===== config.mk =====
export PLATFORM = sky130hd
export DESIGN_NAME = tsq_front
export DESIGN_NICKNAME = d
export VERILOG_FILES = /design/src/hdl/tsq_pkg.sv /design/src/hdl/tsq_front.sv
export SDC_FILE = /design/constraint.sdc
export NUM_CORES = 1
export LEC_CHECK = 0
export BUFFER_PORTS_ARGS = -buffer_cell sky130_fd_sc_hd__clkbuf_2
export CAP_MARGIN = 5
export CORE_ASPECT_RATIO = 1.75
export CORE_MARGIN = 4
export CORE_UTILIZATION = 51
export DETAILED_ROUTE_END_ITERATION = 12
export PLACE_DENSITY = 0.74
export SLEW_MARGIN = 10
export SYNTH_ARGS = -nofsm -noshare
export SYNTH_HDL_FRONTEND = slang
export SYNTH_SLANG_ARGS = --single-unit

===== constraint.sdc =====
create_clock -name i_clk -period 2.4 [get_ports i_clk]
set_input_delay 0.24 -clock i_clk [delete_from_list [all_inputs] [get_ports i_clk]]
set_output_delay 0.24 -clock i_clk [all_outputs]
set_load 0.02 [all_outputs]

===== src/hdl/tsq_pkg.sv =====
package tsq_pkg;

    localparam int DEPTH_DEF  = 256;
    localparam int DATA_W_DEF = 32;
    localparam int PUSH_W     = 32;
    localparam int POP_W      = 32;

    typedef enum logic {
        OP_ENQ = 1'b0,
        OP_DEQ = 1'b1
    } t_op;

    typedef enum logic [1:0] {
        ST_OK    = 2'd0,
        ST_EMPTY = 2'd1,
        ST_FULL  = 2'd2
    } t_status;

    // front to back command handshake (data travels beside it)
    typedef struct packed {
        logic valid;
        t_op  op;
    } t_cmd_ctl;

endpackage


===== src/hdl/tsq_front.sv =====
module tsq_front #(
    parameter int DATA_WIDTH = tsq_pkg::DATA_W_DEF
) (
    input  logic                         i_clk,
    input  logic                         i_rst_n,
    input  logic                         i_valid,
    output logic                         o_ready,
    input  logic                         i_mode,
    input  logic signed [tsq_pkg::PUSH_W-1:0] i_push_value,
    output tsq_pkg::t_cmd_ctl            o_cmd,
    output logic [DATA_WIDTH-1:0]        o_cmd_data,
    input  logic                         i_cmd_ready
);

    // two-entry command queue
    logic [1:0]            r_cnt;
    logic                  r_wr_ptr;
    logic                  r_rd_ptr;
    tsq_pkg::t_op          r_op   [2];
    logic [DATA_WIDTH-1:0] r_data [2];

    logic                  push;
    logic                  pop;
    tsq_pkg::t_op          in_op;
    logic [DATA_WIDTH+tsq_pkg::PUSH_W-1:0] in_wide;
    logic [DATA_WIDTH-1:0] in_data;

    assign o_ready = (r_cnt != 2'd2);
    assign push    = i_valid && o_ready;
    assign pop     = o_cmd.valid && i_cmd_ready;

    // only bit 0 of mode matters; value is fitted to the storage width
    assign in_op   = i_mode ? tsq_pkg::OP_DEQ : tsq_pkg::OP_ENQ;
    assign in_wide = {{DATA_WIDTH{1'b0}}, i_push_value};
    assign in_data = in_wide[DATA_WIDTH-1:0];

    assign o_cmd.valid = (r_cnt != 2'd0);
    assign o_cmd.op    = r_op[r_rd_ptr];
    assign o_cmd_data  = r_data[r_rd_ptr];

    always_ff @(posedge i_clk) begin
        if (!i_rst_n) begin
            r_cnt    <= 2'd0;
            r_wr_ptr <= 1'b0;
            r_rd_ptr <= 1'b0;
        end else begin
            if (push) begin
                r_wr_ptr <= ~r_wr_ptr;
            end
            if (pop) begin
                r_rd_ptr <= ~r_rd_ptr;
            end
            if (push && !pop) begin
                r_cnt <= r_cnt + 2'd1;
            end else if (pop && !push) begin
                r_cnt <= r_cnt - 2'd1;
            end
        end
    end

    always_ff @(posedge i_clk) begin
        if (push) begin
            r_op[r_wr_ptr]   <= in_op;
            r_data[r_wr_ptr] <= in_data;
        end
    end

    property p_cnt_range;
        @(posedge i_clk) disable iff (!i_rst_n) r_cnt != 2'd3;
    endproperty
    a_cnt_range: assert property (p_cnt_range) else $error("queue count out of range");

    property p_ptrs_match;
        @(posedge i_clk) disable iff (!i_rst_n)
            (r_cnt == 2'd0 || r_cnt == 2'd2) |-> (r_wr_ptr == r_rd_ptr);
    endproperty
    a_ptrs_match: assert property (p_ptrs_match) else $error("queue pointers disagree");

    property p_cnt_step;
        @(posedge i_clk) disable iff (!i_rst_n)
            (push && !pop) |=> (r_cnt == $past(r_cnt) + 2'd1);
    endproperty
    a_cnt_step: assert property (p_cnt_step) else $error("queue count missed a push");

endmodule


# Word level (Yosys, flattened, before mapping)
# Memories as Yosys holds them, arrays and structs flattened. A register that Yosys moved wholly into a read port is not among the register bits.
# Cells that the tools add are included.
op_classes:
  n_addsub: 2
  n_eq_ne: 1
  mux: 9
  bitwise_logic: 2
  reduce_logical: 8
ops:
  columns: ["operator", "n"]
  rows:
  - ["$mux 1", 7]
  - ["$logic_and 1x1->1", 4]
  - ["$mux 2", 2]
  - ["$reduce_bool 2->1", 2]
  - ["$add 2x1->2 const B", 1]
  - ["$logic_not 1->1", 2]
  - ["$ne 2x2->1 const B", 1]
  - ["$not 1->1", 2]
  - ["$sub 2x1->2 const B", 1]
word_totals:
  reg_bits: 4
  mem_bits_rw: 66
  input_bits: 37
  output_inout_bits: 35
  wordCells: 27
  memories: 2
memory_table:
  columns: ["name", "words", "word_bits", "read_ports", "rd_clocked_by_memory_dff", "wr", "line_no", "text"]
  rows:
  - ["r_data", 2, 32, 1, 1, 1, "tsq_front.sv:20", "logic [DATA_WIDTH-1:0] r_data [2];"]
  - ["r_op", 2, 1, 1, 1, 1, "tsq_front.sv:19", "tsq_pkg::t_op r_op [2];"]

# Longest topological paths before layout
# Gate-level depths: netlist of the first run.
depth:
  word_depth: 6
  depth_mapped: 6
  ltp_nobuf: 6

# Worst setup path before layout of the first run
# No wires, ideal clock.
synth_timing:
  path_kind: "register to register"
  startpoint: "reg r_cnt[0]"
  endpoint: "mem r_data[1][0] (netlist name) (enable)"
  setup_ns: 0.393
  t_arrival_ns: 1.459
  required_time_ns: 2.007
  path_slack_ns: 0.548
  path_stages_with_launch: 3
  path_buffers: 0
  synth_period_minus_slack_ns: 1.852
  cell_sequence: "dfxtp_1 -> nand2b_4 -> and3_1"
synth_between:
  elab_chain_len: 4
synth_lines:
  columns: ["element", "line_no", "text"]
  rows:
  - ["from (decl)", "tsq_front.sv:16", "logic [1:0] r_cnt;"]
  - ["from (signal assigned)", "tsq_front.sv:54", "r_cnt <= r_cnt + 2'd1;"]
  - ["from (signal assigned)", "tsq_front.sv:56", "r_cnt <= r_cnt - 2'd1;"]
  - ["$ne 2x2->1", "tsq_front.sv:28", "assign o_ready = (r_cnt != 2'd2);"]
  - ["via o_ready", "tsq_front.sv:7", "output logic o_ready,"]
  - ["$logic_and 1x1->1", "tsq_front.sv:29", "assign push = i_valid && o_ready;"]
  - ["$mux 1", "tsq_front.sv:62", "if (push) begin"]
  - ["$mux 1 (implied by the code)", "tsq_front.sv:64", "r_data[r_wr_ptr] <= in_data;"]
  - ["to (decl)", "tsq_front.sv:20", null]
# The timed path passes the listed nets, and every way through them passes these cells.

# Final worst setup path of the first run
layout_timing:
  startpoint: "reg r_cnt[0]"
  endpoint: "mem r_data[1][2] (netlist name) (enable)"
layout_between:
  elab_chain_len: 4
layout_lines:
  columns: ["element", "line_no"]
  rows:
  - ["$ne 2x2->1", "tsq_front.sv:28"]
  - ["$logic_and 1x1->1", "tsq_front.sv:29"]
  - ["$mux 1", "tsq_front.sv:62"]
  - ["$mux 1 (implied by the code)", "tsq_front.sv:64"]
# No other way between the ends.

==> results of run 1 <==
cell type report:
type	instances	area (sq um)	area share [%]
clock inverter	5	72.6	2.21
timing repair buffer	75	410	12.5
clock buffer	11	131	4.01
inverter	1	3.75	0.115
tap	54	67.6	2.06
multi-input combinational	51	510	15.6
sequential	71	2080	63.5
per-layer routing:
metal,GRT usage (%),up-vias,routed length [microns]
met5,0,-,0
met4,8.68,0,112
met3,6.00,10,308
met2,27.3,48,2560
met1,14.4,647,1510
li1,-,661,-
sequential cells by signal, summed over array words and instances, names as in the netlist, named ones only:
signal and cells:
r_rd_ptr 1, r_cnt 2, r_wr_ptr 1, r_data 64
r_op 2
report_power, final:
part | internal, mW | switching (mW)
clock | 0.577 | 0.381
sequential | 1.55 | 0.0594
combinational | 0.438 | 0.598
critical path, stage by stage (launching register included):
cell and delay (ns):
dfxtp_1 0.42, nand2b_4 0.19, and3_1 0.51, buf_12 0.25
cells in the mapped netlist:
cell      count  share of area [%]
xnor2_1       2               0.67
or2_2         1               0.24
nand3b_1      1               0.29
dfxtp_1       5                3.8
and2_1        4               0.96
o21ai_1       1               0.19
inv_1         1               0.14
or3_1         1               0.24
xor2_1        1               0.33
buf_2         4               0.77
and3_1        1               0.24
ha_1          1               0.48
a21boi_0      1               0.29
o21ai_0       1               0.19
mux2_2       33                 14
a21bo_2       1               0.38
a21boi_1      1               0.29
edfxtp_1     66                 76
nand2b_4      1               0.53
worst paths after layout:
path	to	cells after the start	slack [ns]	from
max reg2reg	r_data[1][2]	3	0.72	r_cnt[0]
max	r_data[1][2]	3	0.72	r_cnt[0]
min reg2reg	r_wr_ptr	2	0.60	r_wr_ptr
min	r_data[1][3]	1	0.1	i_push_value[3]
cell families (layout without fill, tap and decap cells):
family	count (synthesis)	after routing	share of synthesized area, %
DFF	71	71	79.6
and+or+nand+nor	9	9	2.49
buffers and inverters	5	92	0.909
xor gates and xnor gates	3	3	1.00
adders and majority gates	1	1	0.478
muxes	33	33	14.2
AOI/OAI and AO/OA	5	5	1.34
through the flow:
stage | total power [mW] | cells | utilization [%] | area [sq um]
finish | 3.60 | 268 | 65.9 | 3280
global route | 3.78 | 268 | 65.9 | 3280
CTS | 3.65 | 268 | 65.9 | 3280
detailed placement | 2.69 | 252 | 61.8 | 3070
global placement | 2.64 | 252 | 61.8 | 3070
floorplan | 2.34 | 127 | - | 2620
==> metrics.md, run 1 <==
| Metric | Value |
|---|---|
| Outcome | finished clean |
| RSZ-0062 raised after global routing | no |
| Crit path max fanout | 23 |
| Post-CTS Setup Bufs | 0 |
| Layout area overhead | 25.3% |
| Hold_buf cts | 0 |
| Commonest non-fill, non-tap cells in the layout | clkbuf_2, edfxtp_1, mux2_2 |
| Period utilization | between 60% and 70% |
| Row Count | 34 |
| Detail Placement HPWL | around 3300 microns |
| Worst skew pair latency | 0.33 ns |
| Htree depth | 3 |
| Post-synthesis register bit count | between 70 and 80 |
| Final setup fails | 0 |
| Io pins | 72 |
| Hold Slack | 0.0990 ns |
| Initial core utilization | 52.6% |
| Root buf cell | clkbuf_8 |
| Total track usage | 15.1% |
| CP Capture Type | flop |
| Die area | 6380 sq um |
| Setup ws final | 0.724 ns |
| Syn Nets | about 170 |
| Ant diodes | 0 |
| Setup CP Type | reg -> reg |
| LEAKAGE | 1.27 nW |
| Fin Setup TNS | 0 ns |
| Synthesized cell area | approximately 2600 sq um |
| Worst EP required | around 2.4 ns |
| Drc violations | 0 |
| Core area | 4980 sq um |
| Num CTS Buffers | 9 |
| Final Hold Vio Count | 0 |
| Pin count of the biggest net entering global routing | 24 |
| FMAX | 0.597 GHz |
| Maxcap violations | 0 |
| Commonest non-fill, non-tap cell in the layout | clkbuf_2 |
| Worst hold path class | in -> reg |
| # resized after CTS | 0 |
| Critical Path AT | approximately 1.7 ns |
| I/O Buffers | 71 |
| Netlist cell types | 19 |
| Die Span Y | 103 microns |
| Syn avg cell area | 20.6 sq um |
| Wire per inst | around 17 microns |
| Pre-CTS WS | 0.707 ns |
| Drt first pass iters | 4 |
| GP Congestion | 0.717 |
| Initial antenna violation count | 0 |
| Yosys warns | 0 |
| Fin Clk Skew | 0.00594 ns |
| Antenna viol nets, final | 0 |
| Clock transition at path regs | 0.07 ns |
| Worst slew pin tran | 0.546 ns |
| Clk sinks | 71 |
| Slew Limit Headroom | 63.6% |
| Final Max Tran Viols | 0 |
| FILL cells | 344 |
| Worst VDD drop | 1.15 mV |
| Layout cells sized above 1 | 57.5% |
| First-pass GRT wire length | 7180 microns |
| Drt total wl | around 4500 microns |
| Startpoint types | flop |
| Final nets | between 200 and 250 |
| Chip width | 62.1 microns |
| Vias per std cell | 5.10 |
| Total number of vias | 1366 |
| Gate Count Post-Synth | 127 |
| Vias in the first global route | roughly 1500 |
| DRT iter0 DRCs | 28 |
| Clock tree buffer depth | 2 |
| CTS tree | built |
| Register area share after synthesis | 79.6% |
| P per Cell Area | roughly 1100 nW/um^2 |
| Minimum clock period | 1.68 ns |
| Grt total ovfl | 0 |
(Power assumes the default switching activity.)
==> run 2, diff against run 1 <==
Settings changed: CORE_UTILIZATION 51 to 46, PLACE_DENSITY 0.74 to 0.7.
Clock period 2.4 ns to 1.4 ns, I/O delays scaled along.
==> metrics.md, run 2 (synthesized netlist as in run 1, its figures left out) <==
| Metric | Value |
|---|---|
| Outcome | finished with violations (was finished clean) |
| Failing checks | negative setup slack |
| Htree depth | 3 (unchanged) |
| I/O Buffers | 71 (unchanged) |
| Row Count | 36 (was 34) |
| RSZ-0062 raised after global routing | yes (was no) |
| Commonest non-fill, non-tap cells in the layout | edfxtp_1, clkbuf_2, mux2_2 (was clkbuf_2, edfxtp_1, mux2_2) |
| Worst slew pin tran | 0.205 ns (was 0.546 ns) |
| Die Span Y | 108 microns (was 103 microns) |
| Clk sinks | 71 (unchanged) |
| Fin Setup TNS | -4.19 ns (was 0 ns) |
| Layout area overhead | 48.2% (was 25.3%) |
| CTS tree | built (unchanged) |
| Power, Total | 6.63 mW (was 3.60 mW) |
| Clock transition at path regs | 0.07 ns (about the same) |
| Drt first pass iters | 4 (unchanged) |
| Critical path's slowest cell | dfxtp_4 (was and3_1) |
| Chip width | 65.0 microns (was 62.1 microns) |
| Crit-path max cell delay | 0.39 ns (was 0.51 ns) |
| Crit path max fanout | 17 (was 23) |
| Max reg flops | 64 (unchanged) |
| Final Hold Vio Count | 0 (unchanged) |
| Final setup fails | 53 (was 0) |
| Initial core utilization | 47.2% (was 52.6%) |
| Vias per std cell | 4.69 (was 5.10) |
| Met1 Wirelength | 1910 microns (was 1510 microns) |
| Met2 WL | 3150 microns (was 2560 microns) |
| Total track usage | 17.1% (was 15.1%) |
| Final nets | 294 (was 247) |
| Final Max Tran Viols | 0 (unchanged) |
| Antenna viol nets, final | 0 (unchanged) |
| Startpoint types | flop (unchanged) |
| Worst EP required | 1.26 ns (was 2.43 ns) |
| Maxcap violations | 0 (unchanged) |
| Setup CP Type | reg -> out (was reg -> reg) |
| Fin Clk Skew | 0.00509 ns (was 0.00594 ns) |
| Minimum clock period | 1.55 ns |
| First-pass GRT wire length | 8820 microns (was 7180 microns) |
| CP cell instances | buf_12 -> mux2_2 -> buf_2 (was nand2b_4 -> and3_1 -> buf_12) |
| Total number of vias | 1577 (was 1366) |
| Detail Placement HPWL | 3260 microns (was 3300 microns) |
| Clock tree buffer depth | 2 (unchanged) |
| Wire per inst | 16.2 microns (was 16.8 microns) |
| Hold Slack | 0.0254 ns (was 0.0990 ns) |
| Met3 routed WL | 225 microns (was 308 microns) |
| Highest Signal Layer | met4 (unchanged) |
| Ant diodes | 0 (unchanged) |
| DRT iter0 DRCs | 44 (was 28) |
| Pin count of the biggest net entering global routing | 31 (was 24) |
| FMAX | 0.646 GHz |
| Worst hold path class | in -> reg (unchanged) |
| Die area | 7010 sq um (was 6380 sq um) |
| GP Congestion | 0.661 (was 0.717) |
| Biggest register | r_data (unchanged) |
| CP Capture Type | output port (was flop) |
| Root buf cell | clkbuf_8 (unchanged) |
| Worst VDD drop | 1.12 mV (was 1.15 mV) |
| Slew Limit Headroom | 86.3% (was 63.6%) |
| Critical Path AT | 1.41 ns (was 1.71 ns) |
| Initial antenna violation count | 0 (unchanged) |
| LEAKAGE | 1.50 nW (was 1.27 nW) |
| Vias in the first global route | 1794 (was 1543) |
| Worst skew pair latency | 0.32 ns (was 0.33 ns) |
| Num CTS Buffers | 9 (unchanged) |
| Setup ws final | -0.148 ns (was 0.724 ns) |
| Drt total wl | 5430 microns (was 4500 microns) |
| Drc violations | 0 (unchanged) |
| Pre-CTS WS | -0.0674 ns (was 0.707 ns) |
| Io pins | 72 (unchanged) |
| Grt total ovfl | 0 (unchanged) |
| Core area | 5540 sq um (was 4980 sq um) |
| Commonest non-fill, non-tap cell in the layout | edfxtp_1 (was clkbuf_2) |
| P per Cell Area | 1710 nW/um^2 (was 1100 nW/um^2) |
| Layout cells sized above 1 | 57.3% (was 57.5%) |
| Top Registers | r_data (64), r_cnt (2), r_op (2) (unchanged) |
| Util after Layout | 70.0% (was 65.9%) |
| Period utilization | 111% |
run 2: cell types whose count changed in the layout (fill, tap and decap cells not counted), sizes merged:
cell	delta
buf	+39
dlygate4sd3	+32
clkbuf	-26
bufinv	-1
clkinv	+1
clkinvlp	+1
run 2: report_power, final:
part | switching, mW | leakage [nW] | internal (mW)
Combinational | 1.16 | 0.740 | 1.18
Sequential | 0.114 | 0.659 | 2.67
Clock | 0.697 | 0.0969 | 0.809
run 2: critical path: cells and delay by family, from the launching register on:
kind | cells | cell delay [ns]
DFF | 1 | 0.39
buffers and inverters | 2 | 0.33
muxes | 1 | 0.36
run 2: path summary, 6_finish.rpt:
path | startpoint | to | slack [ns] | cells past startpoint
worst min register to register | r_cnt[1] | r_cnt[1] | 0.55 | 2
worst max-delay path | flop | o_cmd[0] | -0.15 | 3
worst min-delay path | i_push_value[19] | r_data[0][19] | 0.03 | 1
worst max register to register | r_cnt[0] | r_cnt[1] | -0.04 | 6
run 2: repair_timing:
| item | 4_1_cts | 5_1_grt |
|---|---|---|
| hold buffers | 32 | 0 |
| setup endpoints to repair | 65 | 95 |
| pin swaps | 1 | 0 |
| hold endpoints to repair | 62 | 0 |
| buffers inserted | 6 | 1 |
| gates cloned | 3 | 3 |
| resized for setup | 12 | 42 |
run 2: per-layer routing:
metal | GRT usage [%] | vias up
met5 | 0 | -
met4 | 11.3 | 0
met3 | 3.24 | 14
met2 | 29.7 | 49
met1 | 18.7 | 760
li1 | - | 754
run 2: area by class of cell:
type | instances | area, sq um
fillers | 387 | 1660
clock buffers | 9 | 124
clock inverters | 6 | 61.3
well taps | 76 | 95.1
flip-flops and latches | 71 | 2090
inverters | 1 | 7.51
multi-input cells | 51 | 544
repair buffers | 122 | 955
run 2: per-stage QoR:
stage                     area [sq um]  std cells
after floorplan                   2640        127
after global placement            3170        279
after detailed placement          3170        279
after CTS                         3830        335
after global routing              3880        336
final                             3880        336
